[config.mk]
export PLATFORM = sky130hd
export DESIGN_NAME = life_generation_step
export DESIGN_NICKNAME = d
export VERILOG_FILES = /design/src/sv/lgs_pkg.sv /design/src/sv/lgs_ram.sv /design/src/sv/lgs_row_rule.sv /design/src/sv/life_generation_step.sv
export SDC_FILE = /design/constraint.sdc
export NUM_CORES = 2
export LEC_CHECK = 0
export ABC_CLOCK_PERIOD_IN_PS = 6100
export BUFFER_PORTS_ARGS = -buffer_cell sky130_fd_sc_hd__buf_2
export CELL_PAD_IN_SITES_DETAIL_PLACEMENT = 1
export CELL_PAD_IN_SITES_GLOBAL_PLACEMENT = 1
export CORE_MARGIN = 1
export CORE_UTILIZATION = 53
export CTS_CLUSTER_DIAMETER = 100
export DETAILED_ROUTE_END_ITERATION = 12
export GPL_ROUTABILITY_DRIVEN = 0
export PLACE_DENSITY_LB_ADDON = 0.25
export SYNTH_ARGS = -nofsm -noshare
export SYNTH_HDL_FRONTEND = slang
export SYNTH_SLANG_ARGS = --single-unit
export TNS_END_PERCENT = 100
[constraint.sdc]
create_clock -name clock -period 6.1 [get_ports clock]
set_input_delay 0.61 -clock clock [delete_from_list [all_inputs] [get_ports clock]]
set_output_delay 0.61 -clock clock [all_outputs]
set_load 0.05 [all_outputs]
[src/sv/lgs_pkg.sv]
package lgs_pkg;

   typedef enum logic [1:0] {
      CMD_WRITE   = 2'd0,
      CMD_READ    = 2'd1,
      CMD_CLEAR   = 2'd2,
      CMD_ADVANCE = 2'd3
   } cmd_type;

   typedef struct packed {
      cmd_type    cmd;
      logic [4:0] col;
      logic [4:0] line;
      logic       alive_in;
   } req_type;

   typedef struct packed {
      logic alive_out;
      logic stable;
   } rsp_type;

   localparam logic [3:0] BIRTH_COUNT   = 4'd3;
   localparam logic [3:0] SURVIVE_COUNT = 4'd2;

endpackage

[src/sv/lgs_ram.sv]
module lgs_ram #(
   parameter int DATA_WIDTH = 32,
   parameter int DEPTH      = 32
) (
   input  logic                     clock,
   input  logic                     wr_en,
   input  logic [$clog2(DEPTH)-1:0] wr_addr,
   input  logic [DATA_WIDTH-1:0]    wr_data,
   input  logic [$clog2(DEPTH)-1:0] rd_addr,
   output logic [DATA_WIDTH-1:0]    rd_data
);

   logic [DATA_WIDTH-1:0] mem_ff [DEPTH];
   logic [DATA_WIDTH-1:0] rd_data_ff;

   always_ff @(posedge clock) begin
      if (wr_en) begin
         mem_ff[wr_addr] <= wr_data;
      end
      rd_data_ff <= mem_ff[rd_addr];
   end

   assign rd_data = rd_data_ff;

endmodule

[src/sv/lgs_row_rule.sv]
module lgs_row_rule
   import lgs_pkg::*;
#(
   parameter int GRID_WIDTH = 32
) (
   input  logic [GRID_WIDTH-1:0] row_above,
   input  logic [GRID_WIDTH-1:0] row_self,
   input  logic [GRID_WIDTH-1:0] row_below,
   output logic [GRID_WIDTH-1:0] row_next
);

   logic [GRID_WIDTH+1:0] pad_above;
   logic [GRID_WIDTH+1:0] pad_self;
   logic [GRID_WIDTH+1:0] pad_below;

   assign pad_above = {1'b0, row_above, 1'b0};
   assign pad_self  = {1'b0, row_self, 1'b0};
   assign pad_below = {1'b0, row_below, 1'b0};

   always_comb begin
      logic [3:0] count;
      for (int c = 0; c < GRID_WIDTH; c++) begin
         count = 4'(pad_above[c]) + 4'(pad_above[c+1]) + 4'(pad_above[c+2])
               + 4'(pad_self[c]) + 4'(pad_self[c+2])
               + 4'(pad_below[c]) + 4'(pad_below[c+1]) + 4'(pad_below[c+2]);
         row_next[c] = (count == BIRTH_COUNT)
                     || (row_self[c] && (count == SURVIVE_COUNT));
      end
   end

endmodule

[src/sv/life_generation_step.sv]
// Game of Life (B3/S23) engine over a grid of GRID_HEIGHT rows by GRID_WIDTH
// columns; cells beyond the edges count as dead.
// Command channel: req_data is taken at a rising edge where start is high and
// busy is low. Commands: write a cell, read a cell, clear the grid, advance
// one generation.
// Result channel: every command gives exactly one result, on rsp_data for
// one cycle while rsp_strobe is high. The receiver cannot stall it.
// Sequencing: a write or read first reads the row from the grid memory, then
// writes it back or reports; a clear drops the per-row valid flags at once,
// and a generation is one sweep over the grid memory with a three-row window,
// rows written back two rows behind the read pointer. For a write, read or
// generation the result appears in the same cycle that busy falls; the next
// command may be given in that same cycle.
// Reset: synchronous, active high; all cells read as dead afterwards, with
// no clearing pass.
module life_generation_step
   import lgs_pkg::*;
#(
   parameter int GRID_WIDTH  = 32,
   parameter int GRID_HEIGHT = 32
) (
   input  logic    clock,
   input  logic    reset,
   input  logic    start,
   input  req_type req_data,
   output logic    busy,
   output logic    rsp_strobe,
   output rsp_type rsp_data
);

   localparam int ROW_W  = $clog2(GRID_HEIGHT);
   localparam int STEP_W = $clog2(GRID_HEIGHT + 2);

   typedef enum logic [2:0] {
      ST_IDLE   = 3'b001,
      ST_ACCESS = 3'b010,
      ST_GEN    = 3'b100
   } state_type;

   state_type               state_ff;
   cmd_type                 cmd_ff;
   logic [4:0]              col_ff;
   logic                    alive_ff;
   logic                    in_range_ff;
   logic [ROW_W-1:0]        line_addr_ff;
   logic [STEP_W-1:0]       step_ff;
   logic [GRID_WIDTH-1:0]   top_ff;
   logic [GRID_WIDTH-1:0]   mid_ff;
   logic                    stable_ff;
   logic [GRID_HEIGHT-1:0]  row_valid_ff;
   logic                    rd_valid_ff;
   logic                    rsp_strobe_ff;
   rsp_type                 rsp_data_ff;

   logic                    accept;
   logic                    req_in_range;
   logic [ROW_W+4:0]        line_wide;
   logic [ROW_W-1:0]        req_addr;
   logic [ROW_W-1:0]        rd_addr;
   logic [GRID_WIDTH-1:0]   rd_data;
   logic [GRID_WIDTH-1:0]   rd_row;
   logic [GRID_WIDTH-1:0]   incoming;
   logic [GRID_WIDTH-1:0]   cell_mask;
   logic [GRID_WIDTH-1:0]   modified_row;
   logic [GRID_WIDTH-1:0]   next_row;
   logic [STEP_W-1:0]       gen_wr_step;
   logic                    gen_write;
   logic                    last_step;
   logic                    wr_en;
   logic [ROW_W-1:0]        wr_addr;
   logic [GRID_WIDTH-1:0]   wr_data;

   assign accept       = start && !busy;
   assign busy         = (state_ff != ST_IDLE);
   assign req_in_range = (32'(req_data.col) < GRID_WIDTH)
                      && (32'(req_data.line) < GRID_HEIGHT);
   assign line_wide    = {{ROW_W{1'b0}}, req_data.line};
   assign req_addr     = line_wide[ROW_W-1:0];

   assign rd_addr  = (state_ff == ST_IDLE) ? req_addr : step_ff[ROW_W-1:0];
   assign rd_row   = rd_valid_ff ? rd_data : '0;
   assign incoming = (step_ff <= STEP_W'(GRID_HEIGHT)) ? rd_row : '0;

   assign cell_mask    = GRID_WIDTH'(1) << col_ff;
   assign modified_row = alive_ff ? (rd_row | cell_mask) : (rd_row & ~cell_mask);

   assign gen_wr_step = step_ff - STEP_W'(2);
   assign gen_write   = (state_ff == ST_GEN) && (step_ff >= STEP_W'(2));
   assign last_step   = (step_ff == STEP_W'(GRID_HEIGHT + 1));

   always_comb begin
      wr_en   = 1'b0;
      wr_addr = line_addr_ff;
      wr_data = modified_row;
      case (state_ff)
         ST_ACCESS: begin
            wr_en = (cmd_ff == CMD_WRITE) && in_range_ff;
         end
         ST_GEN: begin
            wr_en   = gen_write;
            wr_addr = gen_wr_step[ROW_W-1:0];
            wr_data = next_row;
         end
         default: begin
            wr_en = 1'b0;
         end
      endcase
   end

   lgs_ram #(
      .DATA_WIDTH (GRID_WIDTH),
      .DEPTH      (GRID_HEIGHT)
   ) u_grid (
      .clock   (clock),
      .wr_en   (wr_en),
      .wr_addr (wr_addr),
      .wr_data (wr_data),
      .rd_addr (rd_addr),
      .rd_data (rd_data)
   );

   lgs_row_rule #(
      .GRID_WIDTH (GRID_WIDTH)
   ) u_rule (
      .row_above (top_ff),
      .row_self  (mid_ff),
      .row_below (incoming),
      .row_next  (next_row)
   );

   always_ff @(posedge clock) begin
      if (reset) begin
         state_ff      <= ST_IDLE;
         row_valid_ff  <= '0;
         rsp_strobe_ff <= 1'b0;
      end else begin
         rsp_strobe_ff <= 1'b0;
         if (wr_en) begin
            row_valid_ff[wr_addr] <= 1'b1;
         end
         case (state_ff)
            ST_IDLE: begin
               if (accept) begin
                  case (req_data.cmd)
                     CMD_WRITE, CMD_READ: begin
                        state_ff <= ST_ACCESS;
                     end
                     CMD_CLEAR: begin
                        row_valid_ff  <= '0;
                        rsp_strobe_ff <= 1'b1;
                     end
                     default: begin
                        state_ff <= ST_GEN;
                     end
                  endcase
               end
            end
            ST_ACCESS: begin
               state_ff      <= ST_IDLE;
               rsp_strobe_ff <= 1'b1;
            end
            ST_GEN: begin
               if (last_step) begin
                  state_ff      <= ST_IDLE;
                  rsp_strobe_ff <= 1'b1;
               end
            end
            default: begin
               state_ff <= ST_IDLE;
            end
         endcase
      end
   end

   always_ff @(posedge clock) begin
      rd_valid_ff <= row_valid_ff[rd_addr];
      case (state_ff)
         ST_IDLE: begin
            cmd_ff       <= req_data.cmd;
            col_ff       <= req_data.col;
            alive_ff     <= req_data.alive_in;
            in_range_ff  <= req_in_range;
            line_addr_ff <= req_addr;
            step_ff      <= '0;
            top_ff       <= '0;
            mid_ff       <= '0;
            stable_ff    <= 1'b1;
            rsp_data_ff  <= '0;
         end
         ST_ACCESS: begin
            rsp_data_ff.alive_out <= (cmd_ff == CMD_READ) && in_range_ff
                                  && |(rd_row & cell_mask);
            rsp_data_ff.stable    <= 1'b0;
         end
         ST_GEN: begin
            step_ff <= step_ff + STEP_W'(1);
            if (step_ff != '0) begin
               top_ff <= mid_ff;
               mid_ff <= incoming;
            end
            if (gen_write && (next_row != mid_ff)) begin
               stable_ff <= 1'b0;
            end
            rsp_data_ff.alive_out <= 1'b0;
            rsp_data_ff.stable    <= stable_ff && !(gen_write && (next_row != mid_ff));
         end
         default: begin
            rsp_data_ff <= '0;
         end
      endcase
   end

   assign rsp_strobe = rsp_strobe_ff;
   assign rsp_data   = rsp_data_ff;

endmodule

; After elaboration in Yosys (flattened, before gate mapping)
; Memories as Yosys holds them, arrays and structs flattened. A register that Yosys moved wholly into a read port is not among the register bits.
; Index checks and enable logic that the tools add are counted.
[word_totals]
reg_bits = 123
mem_bits_rw = 1024
inputBits = 16
memories = 1
[mem_list]
columns = memory, words, width, rd, rd_clocked_by_memory_dff, write_ports, line
row1 = u_grid.mem_ff, 32, 32, 1, 1, 1, lgs_ram.sv:13  ; logic [DATA_WIDTH-1:0] mem_ff [DEPTH];
[op_classes]
add_sub_neg = 219
order_cmp = 5
eq_ne = 78
n_shift = 1
mux = 33
bitwise_logic = 5
n_reduce_logical = 81
[ops]
columns = op, n
row1 = $add A4 B1 Y4, 186
row2 = $mux W32, 10
row3 = $eq A4 B2 Y1 const B, 64
row4 = $pmux W32 S2, 2
row5 = $and A32 B32 Y32, 2
row6 = $or A32 B32 Y32, 2
row7 = $add A1 B1 Y2, 31
row8 = $logic_and A1 B1 Y1, 38
row9 = $logic_or A1 B1 Y1, 32
row10 = $ne A32 B32 Y1, 1
row11 = $not A32 Y32, 1
row12 = $reduce_or A32 Y1, 1
row13 = $shl A1 B5 Y32 const A, 1
row14 = $lt A5 B6 Y1 const B, 2
row15 = $pmux W3 S2, 2
row16 = $pmux W6 S2, 1
row17 = $mux W5, 2
row18 = $mux W1, 8
row19 = $add A6 B1 Y6 const B, 1
row20 = $eq A6 B6 Y1 const B, 1
row21 = $ge A6 B2 Y1 const B, 1
row22 = $le A6 B6 Y1 const B, 1
row23 = $mux W3, 2
row24 = $ne A2 B2 Y1 const B, 3
row25 = other kinds (21), 27

; Depth between registers and ports, before layout
[depth]
ltp_word = 15
depth_mapped = 19
ltp_nobuf = 17

; Hierarchy
; Synthesis repeated with hierarchy kept, for this count alone.
[hier_totals]
cells_unflattened = 3616
hier_area_um2 = 52756.8
[by_module_without_submodules]
columns = module, n_inst, cells_per_inst, area_per_inst_um2
row1 = lgs_ram, 1, 2260, 40492.6
row2 = life_generation_step, 1, 770, 7010.5
row3 = lgs_row_rule, 1, 586, 5253.8

; Worst setup path after synthesis
; No wires, ideal clock.
[synth_timing]
kind = register to register
startpoint = reg step_ff[3]
endpoint = mem u_grid.mem_ff[0][8], data pin
setup_ns = 0.377
arrival_ns = 4.563
t_required_ns = 5.723
path_slack_ns = 1.160
stages_incl_launch_ff = 16
synth_period_minus_slack_ns = 4.940
cell_sequence = edfxtp_1 clkbuf_1 nor3_1 nand2_1 a21boi_1 clkbuf_1 nand2_1 fa_1 inv_1 fa_1 inv_1 fa_1 nor3b_1 a21oi_1 o21bai_1 a21oi_1
[synth_via]
elab_chain_cells = 9
[synth_lines]
columns = element, line
row1 = start: declaration, life_generation_step.sv:46  ; logic [STEP_W-1:0] step_ff;
row2 = start signal: assignment, life_generation_step.sv:196  ; step_ff <= step_ff + STEP_W'(1);
row3 = $le A6 B6 Y1 (*), life_generation_step.sv:82  ; assign incoming = (step_ff <= STEP_W'(GRID_HEIGHT)) ? rd_row : '0;
row4 = $mux W32 (*), life_generation_step.sv:82
row5 = $add A4 B1 Y4 (2 in a row), lgs_row_rule.sv:25  ; + 4'(pad_below[c]) + 4'(pad_below[c+1]) + 4'(pad_below[c+2]);
row6 = $add A4 B1 Y4 (*), lgs_row_rule.sv:25
row7 = $eq A4 B2 Y1, lgs_row_rule.sv:27  ; || (row_self[c] && (count == SURVIVE_COUNT));
row8 = $logic_and A1 B1 Y1, lgs_row_rule.sv:27
row9 = $logic_or A1 B1 Y1 (*), lgs_row_rule.sv:27
row10 = $mux W32 (*), life_generation_step.sv:95  ; case (state_ff)
row11 = net u_grid.wr_data[8], lgs_ram.sv:8  ; input logic [DATA_WIDTH-1:0] wr_data,
row12 = end: declaration, lgs_ram.sv:13
; Mark *: on every way through the listed nets, which the timed path passes. The rest lies on a longest branch.

; Final worst setup path
[layout_timing]
startpoint = reg step_ff[3]
endpoint = reg stable_ff, enable pin
[layout_via]
elab_chain_cells = 12
[layout_lines]
columns = element, line
row1 = $le A6 B6 Y1, life_generation_step.sv:82
row2 = $mux W32, life_generation_step.sv:82
row3 = $add A4 B1 Y4 (3 in a row), lgs_row_rule.sv:25
row4 = $eq A4 B2 Y1, lgs_row_rule.sv:27
row5 = $logic_and A1 B1 Y1, lgs_row_rule.sv:27
row6 = $logic_or A1 B1 Y1, lgs_row_rule.sv:27
row7 = $ne A32 B32 Y1, life_generation_step.sv:201  ; if (gen_write && (next_row != mid_ff)) begin
row8 = $logic_and A1 B1 Y1 (*), life_generation_step.sv:201
row9 = $ne A2 B1 Y1 (no source line) (*), -
row10 = $reduce_and A2 Y1 (no source line) (*), -
row11 = end signal: assignment, life_generation_step.sv:187  ; stable_ff <= 1'b1;
row12 = end signal: assignment, life_generation_step.sv:202  ; stable_ff <= 1'b0;
row13 = end: declaration, life_generation_step.sv:49  ; logic stable_ff;
; Every way passes the cells marked *; elsewhere a longest branch is shown, timed or not.
; A chain may end at the register's enable or synchronous reset.

==> key figures <==
Synth
  • Synth Instances: 4216
  • Seq cells post-synth: 1179
  • Post-synthesis mux area share: 2.03%
  • XOR/XNOR Fraction of Synth Area: 0.0994%
  • Post-synthesis adder-cell area fraction: 7.07%
  • Compound-gate portion of the synthesized area: 7.41%
  • Syn. warnings: 0
  • Prevailing post-synth register cell: edfxtp_1
  • Mapped cell area: 52900 um2
  • Post-synthesis sequential area ratio: 65.6%
  • Largest family of logic cells by synthesized area: simple AND/OR/NAND/NOR gates
  • Mapped Nets: 4456
  • Unique masters post-synth: 70
  • Share of synthesized registers carrying an async set or reset: 0%
  • Number of synthesized flops with an enable pin: 1108
  • Simple-gate share of the synthesized area: 13.7%
  • Syn Area/Cell: 12.5 um2

Clock tree
  • Post-CTS sizing: 0
  • Clock Pin Slew Worst Setup and Hold Paths: 0.07 ns
  • Root cell of the clock tree: clkbuf_16
  • Hold_buf cts: 0
  • TritonCTS clock tree: built
  • H-Tree Depth: 3
  • Post-CTS Setup Repair Bufs: 0
  • Worst-case clock buffer depth: 3
  • Worst skew pair latency: 0.74 ns
  • Sink Count: 1179
  • CTS buffer count: 117

Detailed routing
  • TritonRoute pass-1 iters: 8
  • Routed wire length: 171 mm
  • ANT nets after route: 0
  • Iter 0 DRT Violations: 4598
  • Vias per cell: 6.50
  • Residual DRC: 0
  • Routed vias: 36562
  • Post-DR wirelength/cell: 30.4 um

Cells and area
  • Share of cells above drive strength 1: 9.84%
  • Nets: 4482
  • Most common cell after layout, fill and taps aside: edfxtp_1
  • N_diodes: 0
  • Synth-to-Final Area Change: 11.3%
  • Commonest non-fill, non-tap cells in the layout: edfxtp_1, nand2_1, nand3_1
  • Final Core Density: 59.7%
  • Fill cells: 9549

Die
  • Die area: 101000 um2
  • Num rows: 115
  • Core area: 98600 um2
  • I/O pin total: 20
  • Die height: 318 um
  • Initial Util: 53.7%
  • Die Span X: 318 um

STA
  • RSZ-0062 raised after global routing: no
  • Final Skew: 0.0601 ns
  • Tcrit/Tclk final: 89.6%
  • Final hold vios: 0
  • Slew HR: 5.65%
  • Min Tclk post-route: 5.46 ns
  • Setup TNS: 0 ns
  • Achievable Freq: 0.183 GHz
  • Slew Limit Fails: 0
  • Worst-margin pin slew: 1.42 ns
  • Final setup fails: 0

Min path
  • Hold Path Class: in -> reg

Setup path
  • Arr. time, crit path: 5.95 ns
  • CP Capture Type: flip-flop
  • Worst Path Required: 6.58 ns
  • CP Launch Type: flip-flop
  • Crit-path max FO: 11
  • Critical path class: reg -> reg

Power and ir drop
  • Worst VDD drop: 0.000264 V
  • Power per cell area: 403 nW/um2
  • P_leak: 21.0 nW

Global routing
  • Global Route Usage Sum: 33.8%
  • Initial antenna violation count: 3
  • Grt ovf: 0
  • Vias in the first global route: 38130
  • First-pass GRT wire length: 251 mm
  • Largest net degree at the start of global routing: 110

Place
  • Post-DP HPWL: 98.6 mm
  • PortBufs: 19

Job
  • Max Cap Viol: 0

Run status
  • Status: completed
[critical path, stage by stage, from the launching register on]
cell      delay [ns]
edfxtp_1        0.56
nor3_1          0.40
nand2_1         0.18
a21boi_4        0.48
nand2_1         0.28
fa_1            0.59
inv_1           0.05
fa_1            0.38
inv_1           0.09
fa_1            0.45
nor4b_1         0.42
mux2i_1         0.29
nand3_1         0.10
or4_1           0.50
nor3_1          0.32
a22oi_1         0.14
[through the flow]
stage | hold slack, ns | total power, mW | instance area, um2 | setup slack [ns] | cells
after floorplan | 0.440 | 14.1 | 52900 | 1.16 | 4216
after global placement | 0.446 | 16.2 | 55100 | 0.877 | 5410
after detailed placement | 0.454 | 16.5 | 55100 | 0.693 | 5410
after CTS | 0.0212 | 23.7 | 58900 | 0.686 | 5628
after global routing | 0.0395 | 24.6 | 58900 | 0.404 | 5628
final | 0.0581 | 23.7 | 58900 | 0.635 | 5628
[area by class of cell]
class,instances,area [um2],area share (%)
clock buffer,160,3190,5.42
clock inverter,58,573,0.974
inverter,289,1080,1.84
multi-input combinational,2518,16600,28.1
sequential,1179,34700,58.9
tap,1287,1610,2.74
timing repair buffer,137,1140,1.94
[cells in the mapped netlist, types with 6 or more instances]
cell       instances  share of area (%)
a31oi_1          123                1.5
a211oi_1          17               0.24
inv_1            287                2.0
buf_4             11               0.16
nor2_1           146                1.0
fa_1             125                4.7
ha_1              99                2.3
a22oi_1           20               0.28
nor3_1            17               0.16
nor3b_1           31               0.44
nand4_1           43               0.51
nand2_1          958                6.8
o211ai_1           7              0.099
o21ai_0           35               0.33
and3_1            11               0.13
buf_1             15               0.11
mux2i_1          105                2.0
a32oi_1          100                1.7
nand2b_1          13               0.15
nand3b_1          11               0.16
or4_1             15               0.21
nor2b_1           30               0.35
or3_1              6              0.071
o21a_1            34               0.48
edfxtp_1        1108                 63
dfxtp_1           71                2.7
buf_2            105               0.99
a311oi_1          16               0.26
a21oi_1           85               0.80
clkbuf_1          95               0.67
a2111oi_2         33               0.94
a21o_1             6              0.085
nand3_1          356                3.4
[registers in the layout, indices dropped and copies added (netlist names), 2 cells and up]
| register | cells |
|---|---|
| line_addr_ff | 5 |
| col_ff | 5 |
| u_grid.mem_ff | 1024 |
| mid_ff | 32 |
| top_ff | 32 |
| rsp_data | 2 |
| u_grid.rd_data | 32 |
| row_valid_ff | 32 |
| state_ff | 3 |
| cmd_ff | 2 |
| step_ff | 6 |
[power by group]
part,switching [mW],internal [mW]
sequential,0.292,9.73
combinational,4.39,2.10
clock,3.17,4.04
total,7.84,15.9
[per-layer routing]
layer | track usage, % | vias up | part of all wire [%]
li1 | - | 15320 | -
met1 | 44.5 | 18785 | 39
met2 | 55.2 | 1969 | 48
met3 | 5.57 | 488 | 8.7
met4 | 15.2 | 0 | 4.7
met5 | 0 | - | 0
[cell families (layout without fill, tap and decap cells)]
kind of cell | Yosys count | in the layout
simple gates | 1657 | 1657
flops | 1179 | 1179
xor+xnor | 6 | 6
fa+ha+maj | 224 | 224
compound gates | 524 | 524
mux | 107 | 107
buf+inv | 519 | 644
[path summary, 6_finish.rpt]
check	slack, ns	cells after the start	endpoint	start
worst min register to register	0.47	1	row_valid_ff[7]	row_valid_ff[7]
worst min-delay path	0.06	1	col_ff[2]	req_data[8]
worst max register to register	0.64	15	stable_ff	step_ff[3]
worst max-delay path	0.64	15	stable_ff	step_ff[3]
(Power assumes the default switching activity.)
